==> config.mk <==
export PLATFORM = sky130hd
export DESIGN_NAME = http_request_stream_parser_flat
export DESIGN_NICKNAME = d
export VERILOG_FILES = /design/src/design/hrsp_pkg.sv /design/src/design/hrsp_if.sv /design/src/design/http_request_stream_parser.sv /design/src/design/hrsp_queue.sv /design/src/flat_wrapper.sv
export SDC_FILE = /design/constraint.sdc
export NUM_CORES = 1
export LEC_CHECK = 0
export CAP_MARGIN = 20
export CORE_ASPECT_RATIO = 2
export CORE_UTILIZATION = 30
export CTS_CLUSTER_SIZE = 10
export DETAILED_ROUTE_END_ITERATION = 12
export DONT_BUFFER_PORTS = 1
export SYNTH_ARGS = -nofsm -noshare
export SYNTH_HDL_FRONTEND = slang
export SYNTH_SLANG_ARGS = --single-unit
==> constraint.sdc <==
create_clock -name clock -period 19.8 [get_ports clock]
set_clock_uncertainty 0.2 [all_clocks]
set_input_delay 3.96 -clock clock [delete_from_list [all_inputs] [get_ports clock]]
set_output_delay 3.96 -clock clock [all_outputs]
set_load 0.01 [all_outputs]
==> src/design/hrsp_pkg.sv <==
package hrsp_pkg;

   localparam int unsigned MaxResults = 3;
   localparam int unsigned QueueDepth = 2;
   localparam logic [31:0] MaxBodyLengthReset = 32'd10485760;

   localparam logic [1:0] KindData     = 2'd0;
   localparam logic [1:0] KindFieldEnd = 2'd1;
   localparam logic [1:0] KindDone     = 2'd2;
   localparam logic [1:0] KindError    = 2'd3;

   localparam logic [2:0] FieldMethod = 3'd0;
   localparam logic [2:0] FieldPath   = 3'd1;
   localparam logic [2:0] FieldQuery  = 3'd2;
   localparam logic [2:0] FieldName   = 3'd3;
   localparam logic [2:0] FieldValue  = 3'd4;
   localparam logic [2:0] FieldBody   = 3'd5;

   localparam logic [3:0] PhMethod  = 4'd0;
   localparam logic [3:0] PhPath    = 4'd1;
   localparam logic [3:0] PhQuery   = 4'd2;
   localparam logic [3:0] PhVersion = 4'd3;
   localparam logic [3:0] PhName    = 4'd4;
   localparam logic [3:0] PhSkip    = 4'd5;
   localparam logic [3:0] PhValue   = 4'd6;
   localparam logic [3:0] PhBody    = 4'd7;
   localparam logic [3:0] PhDone    = 4'd8;
   localparam logic [3:0] PhError   = 4'd9;

   localparam logic [3:0] NoMatch = 4'd15;
   localparam logic [3:0] ClLen   = 4'd14;
   localparam logic [32:0] LenSat = 33'h1_0000_0000;

   localparam logic [7:0] ChSpace    = 8'h20;
   localparam logic [7:0] ChQuestion = 8'h3F;
   localparam logic [7:0] ChColon    = 8'h3A;
   localparam logic [7:0] ChCr       = 8'h0D;
   localparam logic [7:0] ChLf       = 8'h0A;
   localparam logic [7:0] ChZero     = 8'h30;
   localparam logic [7:0] ChNine     = 8'h39;

   typedef struct packed {
      logic [3:0]  phase;
      logic        cr_pending;
      logic        body_wanted;
      logic [2:0]  method_match;
      logic [3:0]  name_match_index;
      logic [1:0]  skip_count;
      logic        length_present;
      logic        length_bad;
      logic [32:0] length_value;
      logic [31:0] body_remaining;
      logic        line_empty;
   } state_type;

   localparam state_type StateReset = '{
      phase: PhMethod, cr_pending: 1'b0, body_wanted: 1'b0, method_match: 3'b111,
      name_match_index: 4'd0, skip_count: 2'd0, length_present: 1'b0,
      length_bad: 1'b0, length_value: 33'd0, body_remaining: 32'd0, line_empty: 1'b1};

   typedef struct packed {
      logic [1:0] kind;
      logic [2:0] field;
      logic [7:0] out_byte;
   } result_type;

   typedef struct packed {
      state_type  st;
      logic       emit;
      result_type res;
   } step_type;

   typedef struct packed {
      result_type [MaxResults-1:0] res;
      logic [1:0]                  count;
      logic [31:0]                 blen;
   } bundle_type;

   function automatic logic [7:0] cl_char(input logic [3:0] idx);
      logic [7:0] c;
      unique case (idx)
         4'd0: c = "C";
         4'd1: c = "o";
         4'd2: c = "n";
         4'd3: c = "t";
         4'd4: c = "e";
         4'd5: c = "n";
         4'd6: c = "t";
         4'd7: c = "-";
         4'd8: c = "L";
         4'd9: c = "e";
         4'd10: c = "n";
         4'd11: c = "g";
         4'd12: c = "t";
         4'd13: c = "h";
         default: c = 8'd0;
      endcase
      return c;
   endfunction

   function automatic logic [3:0] method_len(input logic [1:0] k);
      logic [3:0] n;
      unique case (k)
         2'd0: n = 4'd4;
         2'd1: n = 4'd3;
         2'd2: n = 4'd6;
         default: n = 4'd0;
      endcase
      return n;
   endfunction

   function automatic logic [7:0] method_char(input logic [1:0] k, input logic [3:0] idx);
      logic [47:0] txt;
      logic [7:0]  c;
      unique case (k)
         2'd0: txt = {"POST", 16'd0};
         2'd1: txt = {"PUT", 24'd0};
         2'd2: txt = "DELETE";
         default: txt = 48'd0;
      endcase
      unique case (idx)
         4'd0: c = txt[47:40];
         4'd1: c = txt[39:32];
         4'd2: c = txt[31:24];
         4'd3: c = txt[23:16];
         4'd4: c = txt[15:8];
         4'd5: c = txt[7:0];
         default: c = 8'd0;
      endcase
      return c;
   endfunction

   function automatic step_type plain_byte(input state_type st_in, input logic [7:0] b);
      step_type    r;
      logic        want;
      logic [36:0] prod;
      r = '0;
      r.st = st_in;
      want = 1'b0;
      prod = '0;
      unique case (st_in.phase)
         PhMethod: begin
            if (b == ChSpace) begin
               for (int k = 0; k < 3; k++) begin
                  if (st_in.method_match[k] && method_len(2'(k)) == st_in.name_match_index)
                     want = 1'b1;
               end
               r.st.body_wanted = want;
               r.emit = 1'b1;
               r.res = '{kind: KindFieldEnd, field: FieldMethod, out_byte: 8'd0};
               r.st.phase = PhPath;
            end else begin
               for (int k = 0; k < 3; k++) begin
                  if (st_in.name_match_index >= method_len(2'(k)) ||
                      method_char(2'(k), st_in.name_match_index) != b)
                     r.st.method_match[k] = 1'b0;
               end
               if (st_in.name_match_index < NoMatch)
                  r.st.name_match_index = st_in.name_match_index + 4'd1;
               r.emit = 1'b1;
               r.res = '{kind: KindData, field: FieldMethod, out_byte: b};
            end
         end
         PhPath: begin
            r.emit = 1'b1;
            if (b == ChSpace) begin
               r.res = '{kind: KindFieldEnd, field: FieldPath, out_byte: 8'd0};
               r.st.phase = PhVersion;
            end else if (b == ChQuestion) begin
               r.res = '{kind: KindFieldEnd, field: FieldPath, out_byte: 8'd0};
               r.st.phase = PhQuery;
            end else begin
               r.res = '{kind: KindData, field: FieldPath, out_byte: b};
            end
         end
         PhQuery: begin
            r.emit = 1'b1;
            if (b == ChSpace) begin
               r.res = '{kind: KindFieldEnd, field: FieldQuery, out_byte: 8'd0};
               r.st.phase = PhVersion;
            end else begin
               r.res = '{kind: KindData, field: FieldQuery, out_byte: b};
            end
         end
         PhName: begin
            r.st.line_empty = 1'b0;
            r.emit = 1'b1;
            if (b == ChColon) begin
               if (st_in.name_match_index == ClLen) begin
                  r.st.length_present = 1'b0;
                  r.st.length_bad = 1'b0;
                  r.st.length_value = 33'd0;
               end
               r.res = '{kind: KindFieldEnd, field: FieldName, out_byte: 8'd0};
               r.st.phase = PhSkip;
               r.st.skip_count = 2'd2;
            end else begin
               if (st_in.name_match_index < ClLen && cl_char(st_in.name_match_index) == b)
                  r.st.name_match_index = st_in.name_match_index + 4'd1;
               else
                  r.st.name_match_index = NoMatch;
               r.res = '{kind: KindData, field: FieldName, out_byte: b};
            end
         end
         PhSkip: begin
            r.st.skip_count = st_in.skip_count - 2'd1;
            if (r.st.skip_count == 2'd0)
               r.st.phase = PhValue;
         end
         PhValue: begin
            if (st_in.name_match_index == ClLen) begin
               r.st.length_present = 1'b1;
               if (b >= ChZero && b <= ChNine) begin
                  prod = {1'b0, st_in.length_value, 3'b000} +
                         {3'b000, st_in.length_value, 1'b0} +
                         {29'd0, b - ChZero};
                  if (prod > {4'd0, LenSat})
                     r.st.length_value = LenSat;
                  else
                     r.st.length_value = prod[32:0];
               end else begin
                  r.st.length_bad = 1'b1;
               end
            end
            r.emit = 1'b1;
            r.res = '{kind: KindData, field: FieldValue, out_byte: b};
         end
         default: ;
      endcase
      return r;
   endfunction

   function automatic step_type line_end(input state_type st_in, input logic [31:0] max_len);
      step_type r;
      r = '0;
      r.st = st_in;
      unique case (st_in.phase)
         PhVersion: begin
            r.st.phase = PhName;
            r.st.line_empty = 1'b1;
            r.st.name_match_index = 4'd0;
         end
         PhSkip, PhValue: begin
            r.emit = 1'b1;
            r.res = '{kind: KindFieldEnd, field: FieldValue, out_byte: 8'd0};
            r.st.phase = PhName;
            r.st.line_empty = 1'b1;
            r.st.name_match_index = 4'd0;
         end
         PhName: begin
            r.emit = 1'b1;
            if (!st_in.line_empty) begin
               r.res = '{kind: KindError, field: FieldMethod, out_byte: 8'd0};
               r.st.phase = PhError;
            end else if (st_in.body_wanted && st_in.length_present) begin
               if (st_in.length_bad || st_in.length_value > {1'b0, max_len}) begin
                  r.res = '{kind: KindError, field: FieldMethod, out_byte: 8'd0};
                  r.st.phase = PhError;
               end else if (st_in.length_value == 33'd0) begin
                  r.res = '{kind: KindDone, field: FieldMethod, out_byte: 8'd0};
                  r.st.phase = PhDone;
               end else begin
                  r.emit = 1'b0;
                  r.st.body_remaining = st_in.length_value[31:0];
                  r.st.phase = PhBody;
               end
            end else begin
               r.res = '{kind: KindDone, field: FieldMethod, out_byte: 8'd0};
               r.st.phase = PhDone;
            end
         end
         default: begin
            r.emit = 1'b1;
            r.res = '{kind: KindError, field: FieldMethod, out_byte: 8'd0};
            r.st.phase = PhError;
         end
      endcase
      return r;
   endfunction

endpackage

==> src/design/hrsp_if.sv <==
interface hrsp_req_if;
   logic       valid;
   logic       ready;
   logic       opcode;
   logic [7:0] in_byte;

   modport source(output valid, output opcode, output in_byte, input ready);
   modport sink(input valid, input opcode, input in_byte, output ready);
endinterface

interface hrsp_rsp_if;
   logic        valid;
   logic        ready;
   logic [1:0]  kind;
   logic [2:0]  field;
   logic [7:0]  out_byte;
   logic [31:0] body_length;
   logic        last;

   modport source(output valid, output kind, output field, output out_byte,
                  output body_length, output last, input ready);
   modport sink(input valid, input kind, input field, input out_byte,
                input body_length, input last, output ready);
endinterface

==> src/design/http_request_stream_parser.sv <==
// Each accepted beat updates the parser state in the cycle it is taken, and its
// results enter a small registered result queue and are offered from there.
// One input beat is accepted per cycle while the queue has room; a beat with three
// results is offered one result at a time through the single result port.
// Synchronous reset returns the parser to the start of a request, empties the queue
// and loads the default maximum body length.
module http_request_stream_parser #(
   parameter int unsigned QUEUE_DEPTH = hrsp_pkg::QueueDepth
) (
   input  logic        clock,
   input  logic        reset,
   hrsp_req_if.sink    req_bus,
   hrsp_rsp_if.source  rsp_bus,
   input  logic        csr_we,
   input  logic [31:0] csr_wdata
);

   hrsp_pkg::state_type  state_ff, state_in;
   logic [31:0]          max_len_ff;
   hrsp_pkg::step_type   s1, s2;
   hrsp_pkg::bundle_type bundle;
   hrsp_pkg::result_type r0, r1;
   logic                 e0, e1;
   logic                 can_push, accept, push;
   logic [7:0]           b;

   always_comb begin
      b = req_bus.in_byte;
      accept = req_bus.valid && req_bus.ready;
      state_in = state_ff;
      bundle = '0;
      s1 = '0;
      s2 = '0;
      r0 = '0;
      r1 = '0;
      e0 = 1'b0;
      e1 = 1'b0;
      if (state_ff.phase == hrsp_pkg::PhBody) begin
         state_in.body_remaining = state_ff.body_remaining - 32'd1;
         bundle.res[0] = '{kind: hrsp_pkg::KindData, field: hrsp_pkg::FieldBody, out_byte: b};
         bundle.count = 2'd1;
         if (state_in.body_remaining == 32'd0) begin
            bundle.res[1] = '{kind: hrsp_pkg::KindFieldEnd, field: hrsp_pkg::FieldBody,
                              out_byte: 8'd0};
            bundle.res[2] = '{kind: hrsp_pkg::KindDone, field: hrsp_pkg::FieldMethod,
                              out_byte: 8'd0};
            bundle.count = 2'd3;
            bundle.blen = state_ff.length_value[31:0];
            state_in.phase = hrsp_pkg::PhDone;
         end
      end else if (state_ff.phase == hrsp_pkg::PhDone || state_ff.phase == hrsp_pkg::PhError) begin
         state_in = state_ff;
      end else if (state_ff.cr_pending) begin
         state_in.cr_pending = 1'b0;
         if (b == hrsp_pkg::ChLf) begin
            s1 = hrsp_pkg::line_end(state_in, max_len_ff);
            state_in = s1.st;
            e0 = s1.emit;
            r0 = s1.res;
         end else begin
            s1 = hrsp_pkg::plain_byte(state_in, hrsp_pkg::ChCr);
            state_in = s1.st;
            e0 = s1.emit;
            r0 = s1.res;
            if (s1.st.phase != hrsp_pkg::PhDone && s1.st.phase != hrsp_pkg::PhError) begin
               if (b == hrsp_pkg::ChCr) begin
                  state_in.cr_pending = 1'b1;
               end else begin
                  s2 = hrsp_pkg::plain_byte(s1.st, b);
                  state_in = s2.st;
                  e1 = s2.emit;
                  r1 = s2.res;
               end
            end
         end
      end else if (b == hrsp_pkg::ChCr) begin
         state_in.cr_pending = 1'b1;
      end else begin
         s1 = hrsp_pkg::plain_byte(state_ff, b);
         state_in = s1.st;
         e0 = s1.emit;
         r0 = s1.res;
      end
      if (state_ff.phase != hrsp_pkg::PhBody) begin
         if (e0) begin
            bundle.res[0] = r0;
            bundle.res[1] = r1;
         end else begin
            bundle.res[0] = r1;
         end
         bundle.count = {1'b0, e0} + {1'b0, e1};
      end
      if (req_bus.opcode)
         state_in = hrsp_pkg::StateReset;
      push = accept && !req_bus.opcode && (bundle.count != 2'd0);
      req_bus.ready = can_push;
   end

   always_ff @(posedge clock) begin
      if (reset) begin
         state_ff <= hrsp_pkg::StateReset;
         max_len_ff <= hrsp_pkg::MaxBodyLengthReset;
      end else begin
         if (accept)
            state_ff <= state_in;
         if (csr_we)
            max_len_ff <= csr_wdata;
      end
   end

   hrsp_queue #(
      .DEPTH(QUEUE_DEPTH)
   ) u_queue (
      .clock(clock),
      .reset(reset),
      .push(push),
      .push_data(bundle),
      .can_push(can_push),
      .rsp_bus(rsp_bus)
   );

endmodule

==> src/design/hrsp_queue.sv <==
module hrsp_queue #(
   parameter int unsigned DEPTH = hrsp_pkg::QueueDepth
) (
   input  logic                   clock,
   input  logic                   reset,
   input  logic                   push,
   input  hrsp_pkg::bundle_type   push_data,
   output logic                   can_push,
   hrsp_rsp_if.source             rsp_bus
);

   localparam int unsigned PtrW = (DEPTH > 1) ? $clog2(DEPTH) : 1;
   localparam int unsigned CntW = $clog2(DEPTH + 1);

   hrsp_pkg::bundle_type mem_ff [DEPTH];
   logic [PtrW-1:0] wr_ff, wr_in, rd_ff, rd_in;
   logic [CntW-1:0] count_ff, count_in;
   logic [1:0]      sub_ff, sub_in;

   hrsp_pkg::bundle_type head;
   hrsp_pkg::result_type cur;
   logic                 last, fire, pop;

   always_comb begin
      head = mem_ff[rd_ff];
      cur = head.res[sub_ff];
      last = (sub_ff == head.count - 2'd1);
      fire = rsp_bus.valid && rsp_bus.ready;
      pop = fire && last;
      can_push = (count_ff != CntW'(DEPTH));

      rsp_bus.valid = (count_ff != '0);
      rsp_bus.kind = cur.kind;
      rsp_bus.field = cur.field;
      rsp_bus.out_byte = cur.out_byte;
      rsp_bus.body_length = last ? head.blen : 32'd0;
      rsp_bus.last = last;

      wr_in = wr_ff;
      if (push)
         wr_in = (wr_ff == PtrW'(DEPTH - 1)) ? '0 : wr_ff + 1'b1;
      rd_in = rd_ff;
      if (pop)
         rd_in = (rd_ff == PtrW'(DEPTH - 1)) ? '0 : rd_ff + 1'b1;
      count_in = count_ff;
      if (push && !pop)
         count_in = count_ff + 1'b1;
      else if (pop && !push)
         count_in = count_ff - 1'b1;
      sub_in = sub_ff;
      if (fire)
         sub_in = last ? 2'd0 : sub_ff + 2'd1;
   end

   always_ff @(posedge clock) begin
      if (reset) begin
         wr_ff <= '0;
         rd_ff <= '0;
         count_ff <= '0;
         sub_ff <= 2'd0;
      end else begin
         wr_ff <= wr_in;
         rd_ff <= rd_in;
         count_ff <= count_in;
         sub_ff <= sub_in;
      end
   end

   always_ff @(posedge clock) begin
      if (push) begin
         mem_ff[wr_ff] <= push_data;
      end
   end

endmodule
==> src/flat_wrapper.sv <==
// flat-port wrapper written by rule: the top's interface ports become plain ports
module http_request_stream_parser_flat 
#(
   parameter int unsigned QUEUE_DEPTH = hrsp_pkg::QueueDepth
)
  (clock, reset, csr_we, csr_wdata, req_bus_valid, req_bus_opcode, req_bus_in_byte, req_bus_ready, rsp_bus_valid, rsp_bus_kind, rsp_bus_field, rsp_bus_out_byte, rsp_bus_body_length, rsp_bus_last, rsp_bus_ready);
  hrsp_req_if req_bus_i ();
  hrsp_rsp_if rsp_bus_i ();
  input  logic clock;
  input  logic reset;
  input  logic csr_we;
  input  logic [31:0] csr_wdata;
  input wire logic [$bits(req_bus_i.valid)-1:0] req_bus_valid;
  input wire logic [$bits(req_bus_i.opcode)-1:0] req_bus_opcode;
  input wire logic [$bits(req_bus_i.in_byte)-1:0] req_bus_in_byte;
  output wire logic [$bits(req_bus_i.ready)-1:0] req_bus_ready;
  output wire logic [$bits(rsp_bus_i.valid)-1:0] rsp_bus_valid;
  output wire logic [$bits(rsp_bus_i.kind)-1:0] rsp_bus_kind;
  output wire logic [$bits(rsp_bus_i.field)-1:0] rsp_bus_field;
  output wire logic [$bits(rsp_bus_i.out_byte)-1:0] rsp_bus_out_byte;
  output wire logic [$bits(rsp_bus_i.body_length)-1:0] rsp_bus_body_length;
  output wire logic [$bits(rsp_bus_i.last)-1:0] rsp_bus_last;
  input wire logic [$bits(rsp_bus_i.ready)-1:0] rsp_bus_ready;
  assign req_bus_i.valid = req_bus_valid;
  assign req_bus_i.opcode = req_bus_opcode;
  assign req_bus_i.in_byte = req_bus_in_byte;
  assign req_bus_ready = req_bus_i.ready;
  assign rsp_bus_valid = rsp_bus_i.valid;
  assign rsp_bus_kind = rsp_bus_i.kind;
  assign rsp_bus_field = rsp_bus_i.field;
  assign rsp_bus_out_byte = rsp_bus_i.out_byte;
  assign rsp_bus_body_length = rsp_bus_i.body_length;
  assign rsp_bus_last = rsp_bus_i.last;
  assign rsp_bus_i.ready = rsp_bus_ready;
  http_request_stream_parser #(.QUEUE_DEPTH(QUEUE_DEPTH)) u_core (.clock(clock), .reset(reset), .req_bus(req_bus_i), .rsp_bus(rsp_bus_i), .csr_we(csr_we), .csr_wdata(csr_wdata));
endmodule
# Word-level counts from Yosys, hierarchy flattened
# Memory sizes are Yosys's and may differ from the RTL's. A register that Yosys moved wholly into a read port is not among the register bits.
# Index checks and enable logic that the tools add are counted.
# word_totals
ff_bits	121
ramBits	146
mem_bits_ro	336
inputBits	46
out_inout_bits	48
word_cells	557
mem_count	4
# op_classes
addsub	15
magnitude_cmp	18
eq_ne	83
mux	344
n_reduce_logical	75
# mem_list
memory	words	word_bits	rd	rd_ports_with_merged_regs	wr	line_no	rtl
u_core.u_queue.mem_ff	2	73	1	1	1	hrsp_queue.sv:15	hrsp_pkg::bundle_type mem_ff [DEPTH];
(name not given)	16	7	1	1	0	hrsp_pkg.sv:81	unique case (idx)
(name not given)	16	7	1	0	0	hrsp_pkg.sv:81	
(name not given)	16	7	1	1	0	hrsp_pkg.sv:81	
# ops
op	count
8-bit 2-to-1 mux	76
4-bit 2-to-1 mux	135
83-bit 2-to-1 mux	5
13-bit 2-to-1 mux	19
32-bit 2-to-1 mux	7
14-bit case mux with 5 select lines	3
78-bit 2-to-1 mux	2
35-bit 2-to-1 mux	4
35-bit case mux with 2 select lines	2
7-bit case mux with 4 select lines	4
37-bit 2-to-1 mux	2
73-bit 2-to-1 mux	1
33-bit 2-to-1 mux	2
12-bit 2-to-1 mux	4
8-bit != test	6
46-bit 2-to-1 mux	1
1-bit 2-to-1 mux	45
4-bit by 3-bit == test with 1-bit output, second input constant	11
14-bit case mux with 3 select lines	1
7-bit case mux with 3 select lines	2
4-bit case mux with 5 select lines	2
36-bit by 34-bit adder with 37-bit output	1
37-bit by 8-bit adder with 37-bit output	1
37-bit by 33-bit > comparator with 1-bit output, second input constant	1
60 further kinds	198

# Logic depth before layout (Yosys ltp)
# Gate-level depths: netlist of the first run.
# depth
word_depth	39
ltp_mapped	21
depth_no_buf	21

# Modules after synthesis
# Synthesis of the first run repeated with hierarchy kept, for this count alone.
# hier_totals
cells_unflattened	1865
hier_area_um2	17594.4
# modules_own_cells
mod	n_inst	cells_per_inst	area_per_inst_um2	seq_area_each_um2
http_request_stream_parser	1	1542	11696.2	2442.3
hrsp_queue	1	323	5898.2	4524.3

# Least setup slack after synthesis of the first run
# OpenSTA, ideal clock, no wires.
# synth_path
path_kind	input-to-reg
startpoint	input port req_bus_in_byte[0]
endpoint	memory u_core.u_queue.mem_ff[0][0] (netlist bit) (enable)
setup_time_ps	626
arrival_ps	11986
t_required_ps	18974
path_slack_ps	6988
path_stages	12
path_buffers	2
cell_sequence	clkbuf_1 > nor4bb_1 > nand3_1 > clkbuf_1 > o31ai_1 > nand2_1 > o22ai_1 > nor2_1 > ha_1 > nand2b_1 > nor2_1 > nor4_1
# synth_rtl
element	line_no	rtl
start: declaration	flat_wrapper.sv:15	input wire logic [$bits(req_bus_i.in_byte)-1:0] req_bus_in_byte;
end: declaration	hrsp_queue.sv:15	

==> reports/qor.csv, run 1 <==
metric,value,unit
syn_nets,2052,
holdWs,0.261,ns
grt_use_met1,17.2,%
critPathKind,primary input to flop,
async_reset_ff_share,0,%
cpPeakStageDelay,0.65,ns
drive_above_1_share,5.99,%
syn_inst,1881,
die-area,56500,sq um
num_vias,14567,
irDropWorstVdd,0.0695,mV
grt-ovfl-total,0,
core,54700,sq um
synthTopCellsByArea,"edfxtp_1 (22%), dfxtp_1 (16%), ha_1 (8.9%)",
hold_violations,0,
critical_path_buf_inv_count,2,
die_h,335,microns
grt_start_max_net_pins,90,
ys_dominant_reg_cell,dfxtp_1,
setup_violations,0,
grt_use_total,20.6,%
detail-route-antenna-nets,0,
syn_to_final_growth,8.78,%
post_drt_wl_per_cell,22.8,microns
status,finished clean,
grt_pass1_vias,14826,
worstMarginPinSlew,1.06,ns
wl,58500,microns
cts_setup_buffers,0,
path_delay_family,simple AND/OR/NAND/NOR gates,
grt_use_met2,39.8,%
maxCapViolCount,0,
cts_hold_buf,0,
start_kind,primary input,
antenna_found_initial,1,
clock_sinks,249,
crit_required,19.83,ns
gp_congestion,1.01,
synth_seq_cells,249,
timing.fmax,124,MHz
antenna_cells,0,
final_cell_mix,"nor2_1 (198), nand2_1 (146), a21oi_1 (140)",
rows,121,
clk_pin_slew,0.06,ns
cp_max_fo,35,
grtUsageMet3,3.98,%
crit_path_top_delay_cell,and2_2,
post-route-period-util,40.8,%
synth.largest_area_cell,edfxtp_1,
vias_per_cell,5.66,
clk_latency,0.60,ns
drtIter0Drc,791,
cts-root-buf,clkbuf_16,
cts_buffer_depth,3,
crit_path_end_kind,flop,
fin_setup_tns,0,ns
worstPathCellList,nor4bb_1 -> nand3_1 -> o31ai_1 -> nand2_1 -> o22ai_1 -> buf_4 -> nor2_1 -> ha_1 -> nand2b_1 -> nor2_1 -> nor3_1 -> and2_2 -> buf_4,
chipWidth,169,microns
drc_errors,0,
numCtsBuffers,28,
ios,94,
start_util,30.4,%
final_common_cell,nor2_1,
nNetsFinal,1991,
numPortBuffers,0,
grt-busiest-layer,met2,
fin_crit,8.07,ns
arrival,8.10,ns
synth_seq_area_share,37.2,%
grt_pass1_wl,87800,microns
cts_tree,yes,
worstHoldPathType,flop to flop,
final_core_util,33.1,%
syn_area_per_cell,8.84,sq um
rsz0062_at_grt,no,
yosys_warnings,0,
relSlewSlack,29.4,%
synth_top_area_share,21.7,%
leakage,7.07,nW
timing.final.max_slew_violations,0,
dr.pass1.iters,5,
syn_area,16600,sq um
hpwl,44200,microns
h-tree-depth,1,
synth-edff-count,120,
yosysUniqueCellTypes,83,
power_density,70.1,nW/um^2
post_cts_resized,0,
-- worst min-delay path, delay by kind of cell, from the launching register on --
family | cells | cell delay, ns
DFF | 1 | 0.32
and+or+nand+nor | 2 | 0.10
-- worst paths after layout --
| check | start | end | slack, ns | cells past startpoint |
|---|---|---|---|---|
| worst max-delay path | req_bus_in_byte[2] | u_core.u_queue.mem_ff[1][48]$_DFFE_PP_ | 11.73 | 13 |
| worst min-delay path | u_core.state_ff[74]$_SDFFE_PP1P_ | u_core.state_ff[74]$_SDFFE_PP1P_ | 0.26 | 2 |
| worst max register to register | u_core.state_ff[63]$_SDFFE_PP0P_ | u_core.u_queue.mem_ff[1][48]$_DFFE_PP_ | 13.45 | 19 |
| worst min register to register | u_core.state_ff[74]$_SDFFE_PP1P_ | u_core.state_ff[74]$_SDFFE_PP1P_ | 0.26 | 2 |
-- per-stage QoR --
| step | total power, mW | cell area, sq um | setup slack (ns) | std cells |
|---|---|---|---|---|
| 2_1_floorplan | 0.755 | 16600 | 6.99 | 1881 |
| 3_3_place_gp | 0.797 | 17300 | 10.81 | 2527 |
| 3_5_place_dp | 0.802 | 17300 | 10.56 | 2527 |
| 4_1_cts | 1.28 | 18100 | 11.17 | 2572 |
| 5_1_grt | 1.32 | 18100 | 11.37 | 2573 |
| 6_report | 1.27 | 18100 | 11.73 | 2573 |
-- routing by layer --
metal	share of wire, %	vias to the layer above
met5	0.019	-
met4	10	2
met3	6.0	267
met2	54	605
met1	30	6951
li1	-	6742
-- synth_stat cells (12+ instances only) --
| cell | count |
|---|---|
| a211oi_1 | 26 |
| a21o_1 | 50 |
| a21oi_1 | 142 |
| a221oi_1 | 14 |
| a31o_2 | 15 |
| a31oi_1 | 12 |
| and2_1 | 46 |
| and3_1 | 14 |
| clkbuf_1 | 86 |
| dfxtp_1 | 129 |
| edfxtp_1 | 120 |
| ha_1 | 119 |
| inv_1 | 104 |
| mux2i_1 | 78 |
| mux4_2 | 13 |
| nand2_1 | 146 |
| nand3_1 | 34 |
| nand4_1 | 25 |
| nor2_1 | 202 |
| nor2b_1 | 23 |
| nor3_1 | 51 |
| nor4_1 | 29 |
| o21ai_0 | 109 |
| o22ai_1 | 12 |
| o31ai_1 | 12 |
| or3_1 | 14 |
| xnor2_1 | 37 |
| xor2_1 | 20 |
-- where the power goes --
part,switching (mW),internal (mW),total (mW)
logic,0.133,0.0747,0.208
clock network,0.216,0.261,0.477
registers,0.0196,0.564,0.584
-- sequential cells by signal, indices dropped and copies added (netlist names), named ones only --
| signal | cells |
|---|---|
| u_core.u_queue.mem_ff | 120 |
| u_core.u_queue.sub_ff | 2 |
| u_core.u_queue.rd_ff | 1 |
| u_core.u_queue.count_ff | 2 |
| u_core.u_queue.wr_ff | 1 |
| u_core.max_len_ff | 32 |
| u_core.state_ff | 83 |
-- cell type report --
| type | instances | area, sq um |
|---|---|---|
| multi-input combinational | 1415 | 9640 |
| sequential | 249 | 6190 |
| clock inverter | 1 | 30.0 |
| timing repair buffer | 21 | 165 |
| inverter | 105 | 394 |
| tap | 738 | 923 |
| clock buffer | 44 | 761 |
| fill | 5618 | 36600 |
-- kinds of logic after synthesis --
group	after synthesis	share of synthesized area, %
DFF	249	37.2
AOI/OAI and AO/OA	492	19.2
and+or+nand+nor	650	19.3
xor gates and xnor gates	57	3.00
muxes	91	6.45
adders and majority gates	125	9.67
buffers and inverters	217	5.17
Power figures use the tool's default switching activity.
==> run 2: changes to the inputs <==
--- a/config.mk
+++ b/config.mk
@@ -5,6 +5,7 @@
 export SDC_FILE = /design/constraint.sdc
 export NUM_CORES = 1
 export LEC_CHECK = 0
+export ABC_AREA = 1
 export CAP_MARGIN = 20
 export CORE_ASPECT_RATIO = 2
 export CORE_UTILIZATION = 30
==> constraint.sdc (replaced) <==
create_clock -name clock -period 7.3 [get_ports clock]
set_clock_uncertainty 0.2 [all_clocks]
set_input_delay 1.46 -clock clock [delete_from_list [all_inputs] [get_ports clock]]
set_output_delay 1.46 -clock clock [all_outputs]
set_load 0.01 [all_outputs]
==> reports/qor.csv, run 2 <==
metric,value,unit
synthTopCellsByArea,"edfxtp_1 (20%), dfxtp_1 (15%), nand2_1 (12%)",
ys_dominant_reg_cell,dfxtp_1,
wl,67200,microns
relSlewSlack,25.0,%
cts_setup_buffers,0,
h-tree-depth,1,
syn_area,17800,sq um
grt-ovfl-total,0,
syn_inst,2501,
chipWidth,174,microns
syn_to_final_growth,8.79,%
die_h,346,microns
die-area,60200,sq um
power_density,295,nW/um^2
crit_required,7.58,ns
post_cts_resized,0,
synth.most_common_cell,nand2_1,
drive_above_1_share,5.98,%
clk_pin_slew,0.07,ns
grt_use_met1,19.3,%
grtUsageMet3,2.87,%
dr.pass1.iters,5,
numPortBuffers,0,
maxCapViolCount,0,
antenna_found_initial,1,
cts-root-buf,clkbuf_16,
irDropWorstVdd,0.210,mV
drc_errors,0,
worstHoldPathType,flop to flop,
yosys-top-cells-count,"nand2_1 (551), nor2_1 (327), inv_1 (262)",
largest_reg_flops,120,
fin_crit,5.25,ns
core,58300,sq um
status,finished clean,
gp_congestion,1.06,
cts_hold_buf,0,
p_sw,2.56,mW
detail-route-antenna-nets,0,
cts_buffer_depth,3,
top_regs,"u_core.u_queue.mem_ff x120, u_core.state_ff x83, u_core.max_len_ff x32",
grt_start_max_net_pins,70,
grt_pass1_wl,100000,microns
pwr-share-clk,23.8,%
synth_seq_area_share,34.8,%
fin_setup_tns,0,ns
p_int,3.13,mW
final_cell_mix,"nand2_1 (550), nor2_1 (324), inv_1 (259)",
setup_violations,0,
post-route-period-util,71.9,%
yosys_warnings,0,
grt_use_met2,41.9,%
start_kind,flop,
start_util,30.4,%
crit_path_end_kind,flop,
drtIter0Drc,1030,
grt_pass1_vias,16989,
cts_tree,yes,
rows,125,
syn_nets,2672,
final_core_util,33.1,%
synth_seq_cells,249,
worstMarginPinSlew,1.11,ns
clock_sinks,249,
arrival,5.53,ns
nNetsFinal,2631,
timing.fmax,191,MHz
cp_max_fo,18,
grt_use_total,22.0,%
clk_latency,0.61,ns
post_drt_wl_per_cell,20.8,microns
critPathKind,flop to flop,
vias_per_cell,5.28,
synth-edff-count,120,
syn_area_per_cell,7.10,sq um
pwr-share-seq,31.8,%
leakage,8.09,nW
yosysUniqueCellTypes,63,
grt-busiest-layer,met2,
hpwl,52000,microns
async_reset_ff_share,0,%
numCtsBuffers,29,
timing.final.max_slew_violations,0,
largest-register,u_core.u_queue.mem_ff,
ios,94,
synth.largest_area_cell,edfxtp_1,
swShare,45.0,%
synth_top_area_share,20.3,%
regToRegSetupSlack,2.05,ns
final_common_cell,nand2_1,
combinationalPowerShare,44.3,%
rsz0062_at_grt,no,
num_vias,17111,
hold_violations,0,
[run 2: cell types whose count changed in the layout (fill, tap and decap cells not counted), moves of 19 or more]
cell and change:
a211oi_1 -19, a21o_1 -46, a21oi_1 +89, a21oi_2 +32, and2_1 -44, inv_1 +155
mux2i_1 -77, nand2_1 +404, nand3_1 +132, nor2_1 +126, nor2b_1 -23, o21ai_0 +52
xnor2_1 -27, xor2_1 +37
[run 2: cell type report]
type	count	area, sq um
Clock inverter	3	32.5
Multi-Input combinational cell	1879	10100
Fill cell	6341	39000
Tap cell	762	953
Inverter	276	1040
Sequential cell	249	6190
Antenna cell	1	2.50
Timing Repair Buffer	25	188
Clock buffer	43	788
[run 2: cell families (layout without fill, tap and decap cells)]
kind of cell	count (synthesis)	count (layout)	share of synthesized area, %
other	0	1	0
and+or+nand+nor	1180	1180	28.3
DFF	249	249	34.8
buffers and inverters	373	347	8.23
xor gates and xnor gates	67	67	3.30
AOI/OAI and AO/OA	506	506	16.2
adders and majority gates	125	125	9.06
muxes	1	1	0.0564
[run 2: layer usage]
layer,part of all wire (%),vias to the layer above
met5,0,-
met4,11,0
met3,4.5,292
met2,53,565
met1,32,7967
li1,-,8287
[run 2: stage by stage]
step | std cells | setup WS (ns) | hold slack [ns] | total power, mW | instance area (sq um)
after floorplan | 2501 | 0.554 | 0.236 | 3.65 | 17800
after global placement | 3191 | 1.71 | 0.253 | 4.34 | 18500
after detailed placement | 3191 | 1.70 | 0.255 | 4.34 | 18500
after CTS | 3237 | 2.14 | 0.266 | 5.70 | 19300
after global routing | 3237 | 1.54 | 0.283 | 6.05 | 19300
final | 3238 | 2.05 | 0.263 | 5.70 | 19300
[run 2: worst max-delay path: stages, from the launching register on]
cell     delay [ns]
dfxtp_1        0.31
inv_1          0.12
ha_1           0.31
inv_1          0.05
nor3_1         0.24
nand4_1        0.39
nor4_1         0.46
nand2_1        0.32
nand4_1        0.17
nand2_1        0.15
nand3_1        0.23
nand2_1        0.14
nand2_1        0.08
nand3_1        0.06
buf_4          0.21
nor2_1         0.14
ha_1           0.24
inv_1          0.07
nand3_1        0.10
nand3_1        0.24
inv_1          0.10
ha_1           0.31
a21oi_1        0.12
o21ai_0        0.11
o21ai_0        0.16
a21oi_1        0.05
[run 2: power by group through the flow]
stage,logic [mW],clock network [mW],registers (mW)
3_3_place_gp,2.50,0,1.84
3_5_place_dp,2.50,0,1.84
2_1_floorplan,1.85,0,1.80
4_1_cts,2.51,1.38,1.81
6_report,2.53,1.36,1.81
5_1_grt,2.79,1.42,1.83
[run 2: final timing paths]
path | startpoint | depth (start not counted) | endpoint
setup reg to reg | u_core.max_len_ff[31]$_SDFFE_PP0P_ | 25 | u_core.u_queue.count_ff[1]$_SDFFE_PP0P_
setup / recovery | u_core.max_len_ff[31]$_SDFFE_PP0P_ | 25 | u_core.u_queue.count_ff[1]$_SDFFE_PP0P_
hold reg to reg | u_core.max_len_ff[26]$_SDFFE_PP0P_ | 2 | u_core.max_len_ff[26]$_SDFFE_PP0P_
hold / removal | u_core.max_len_ff[26]$_SDFFE_PP0P_ | 2 | u_core.max_len_ff[26]$_SDFFE_PP0P_
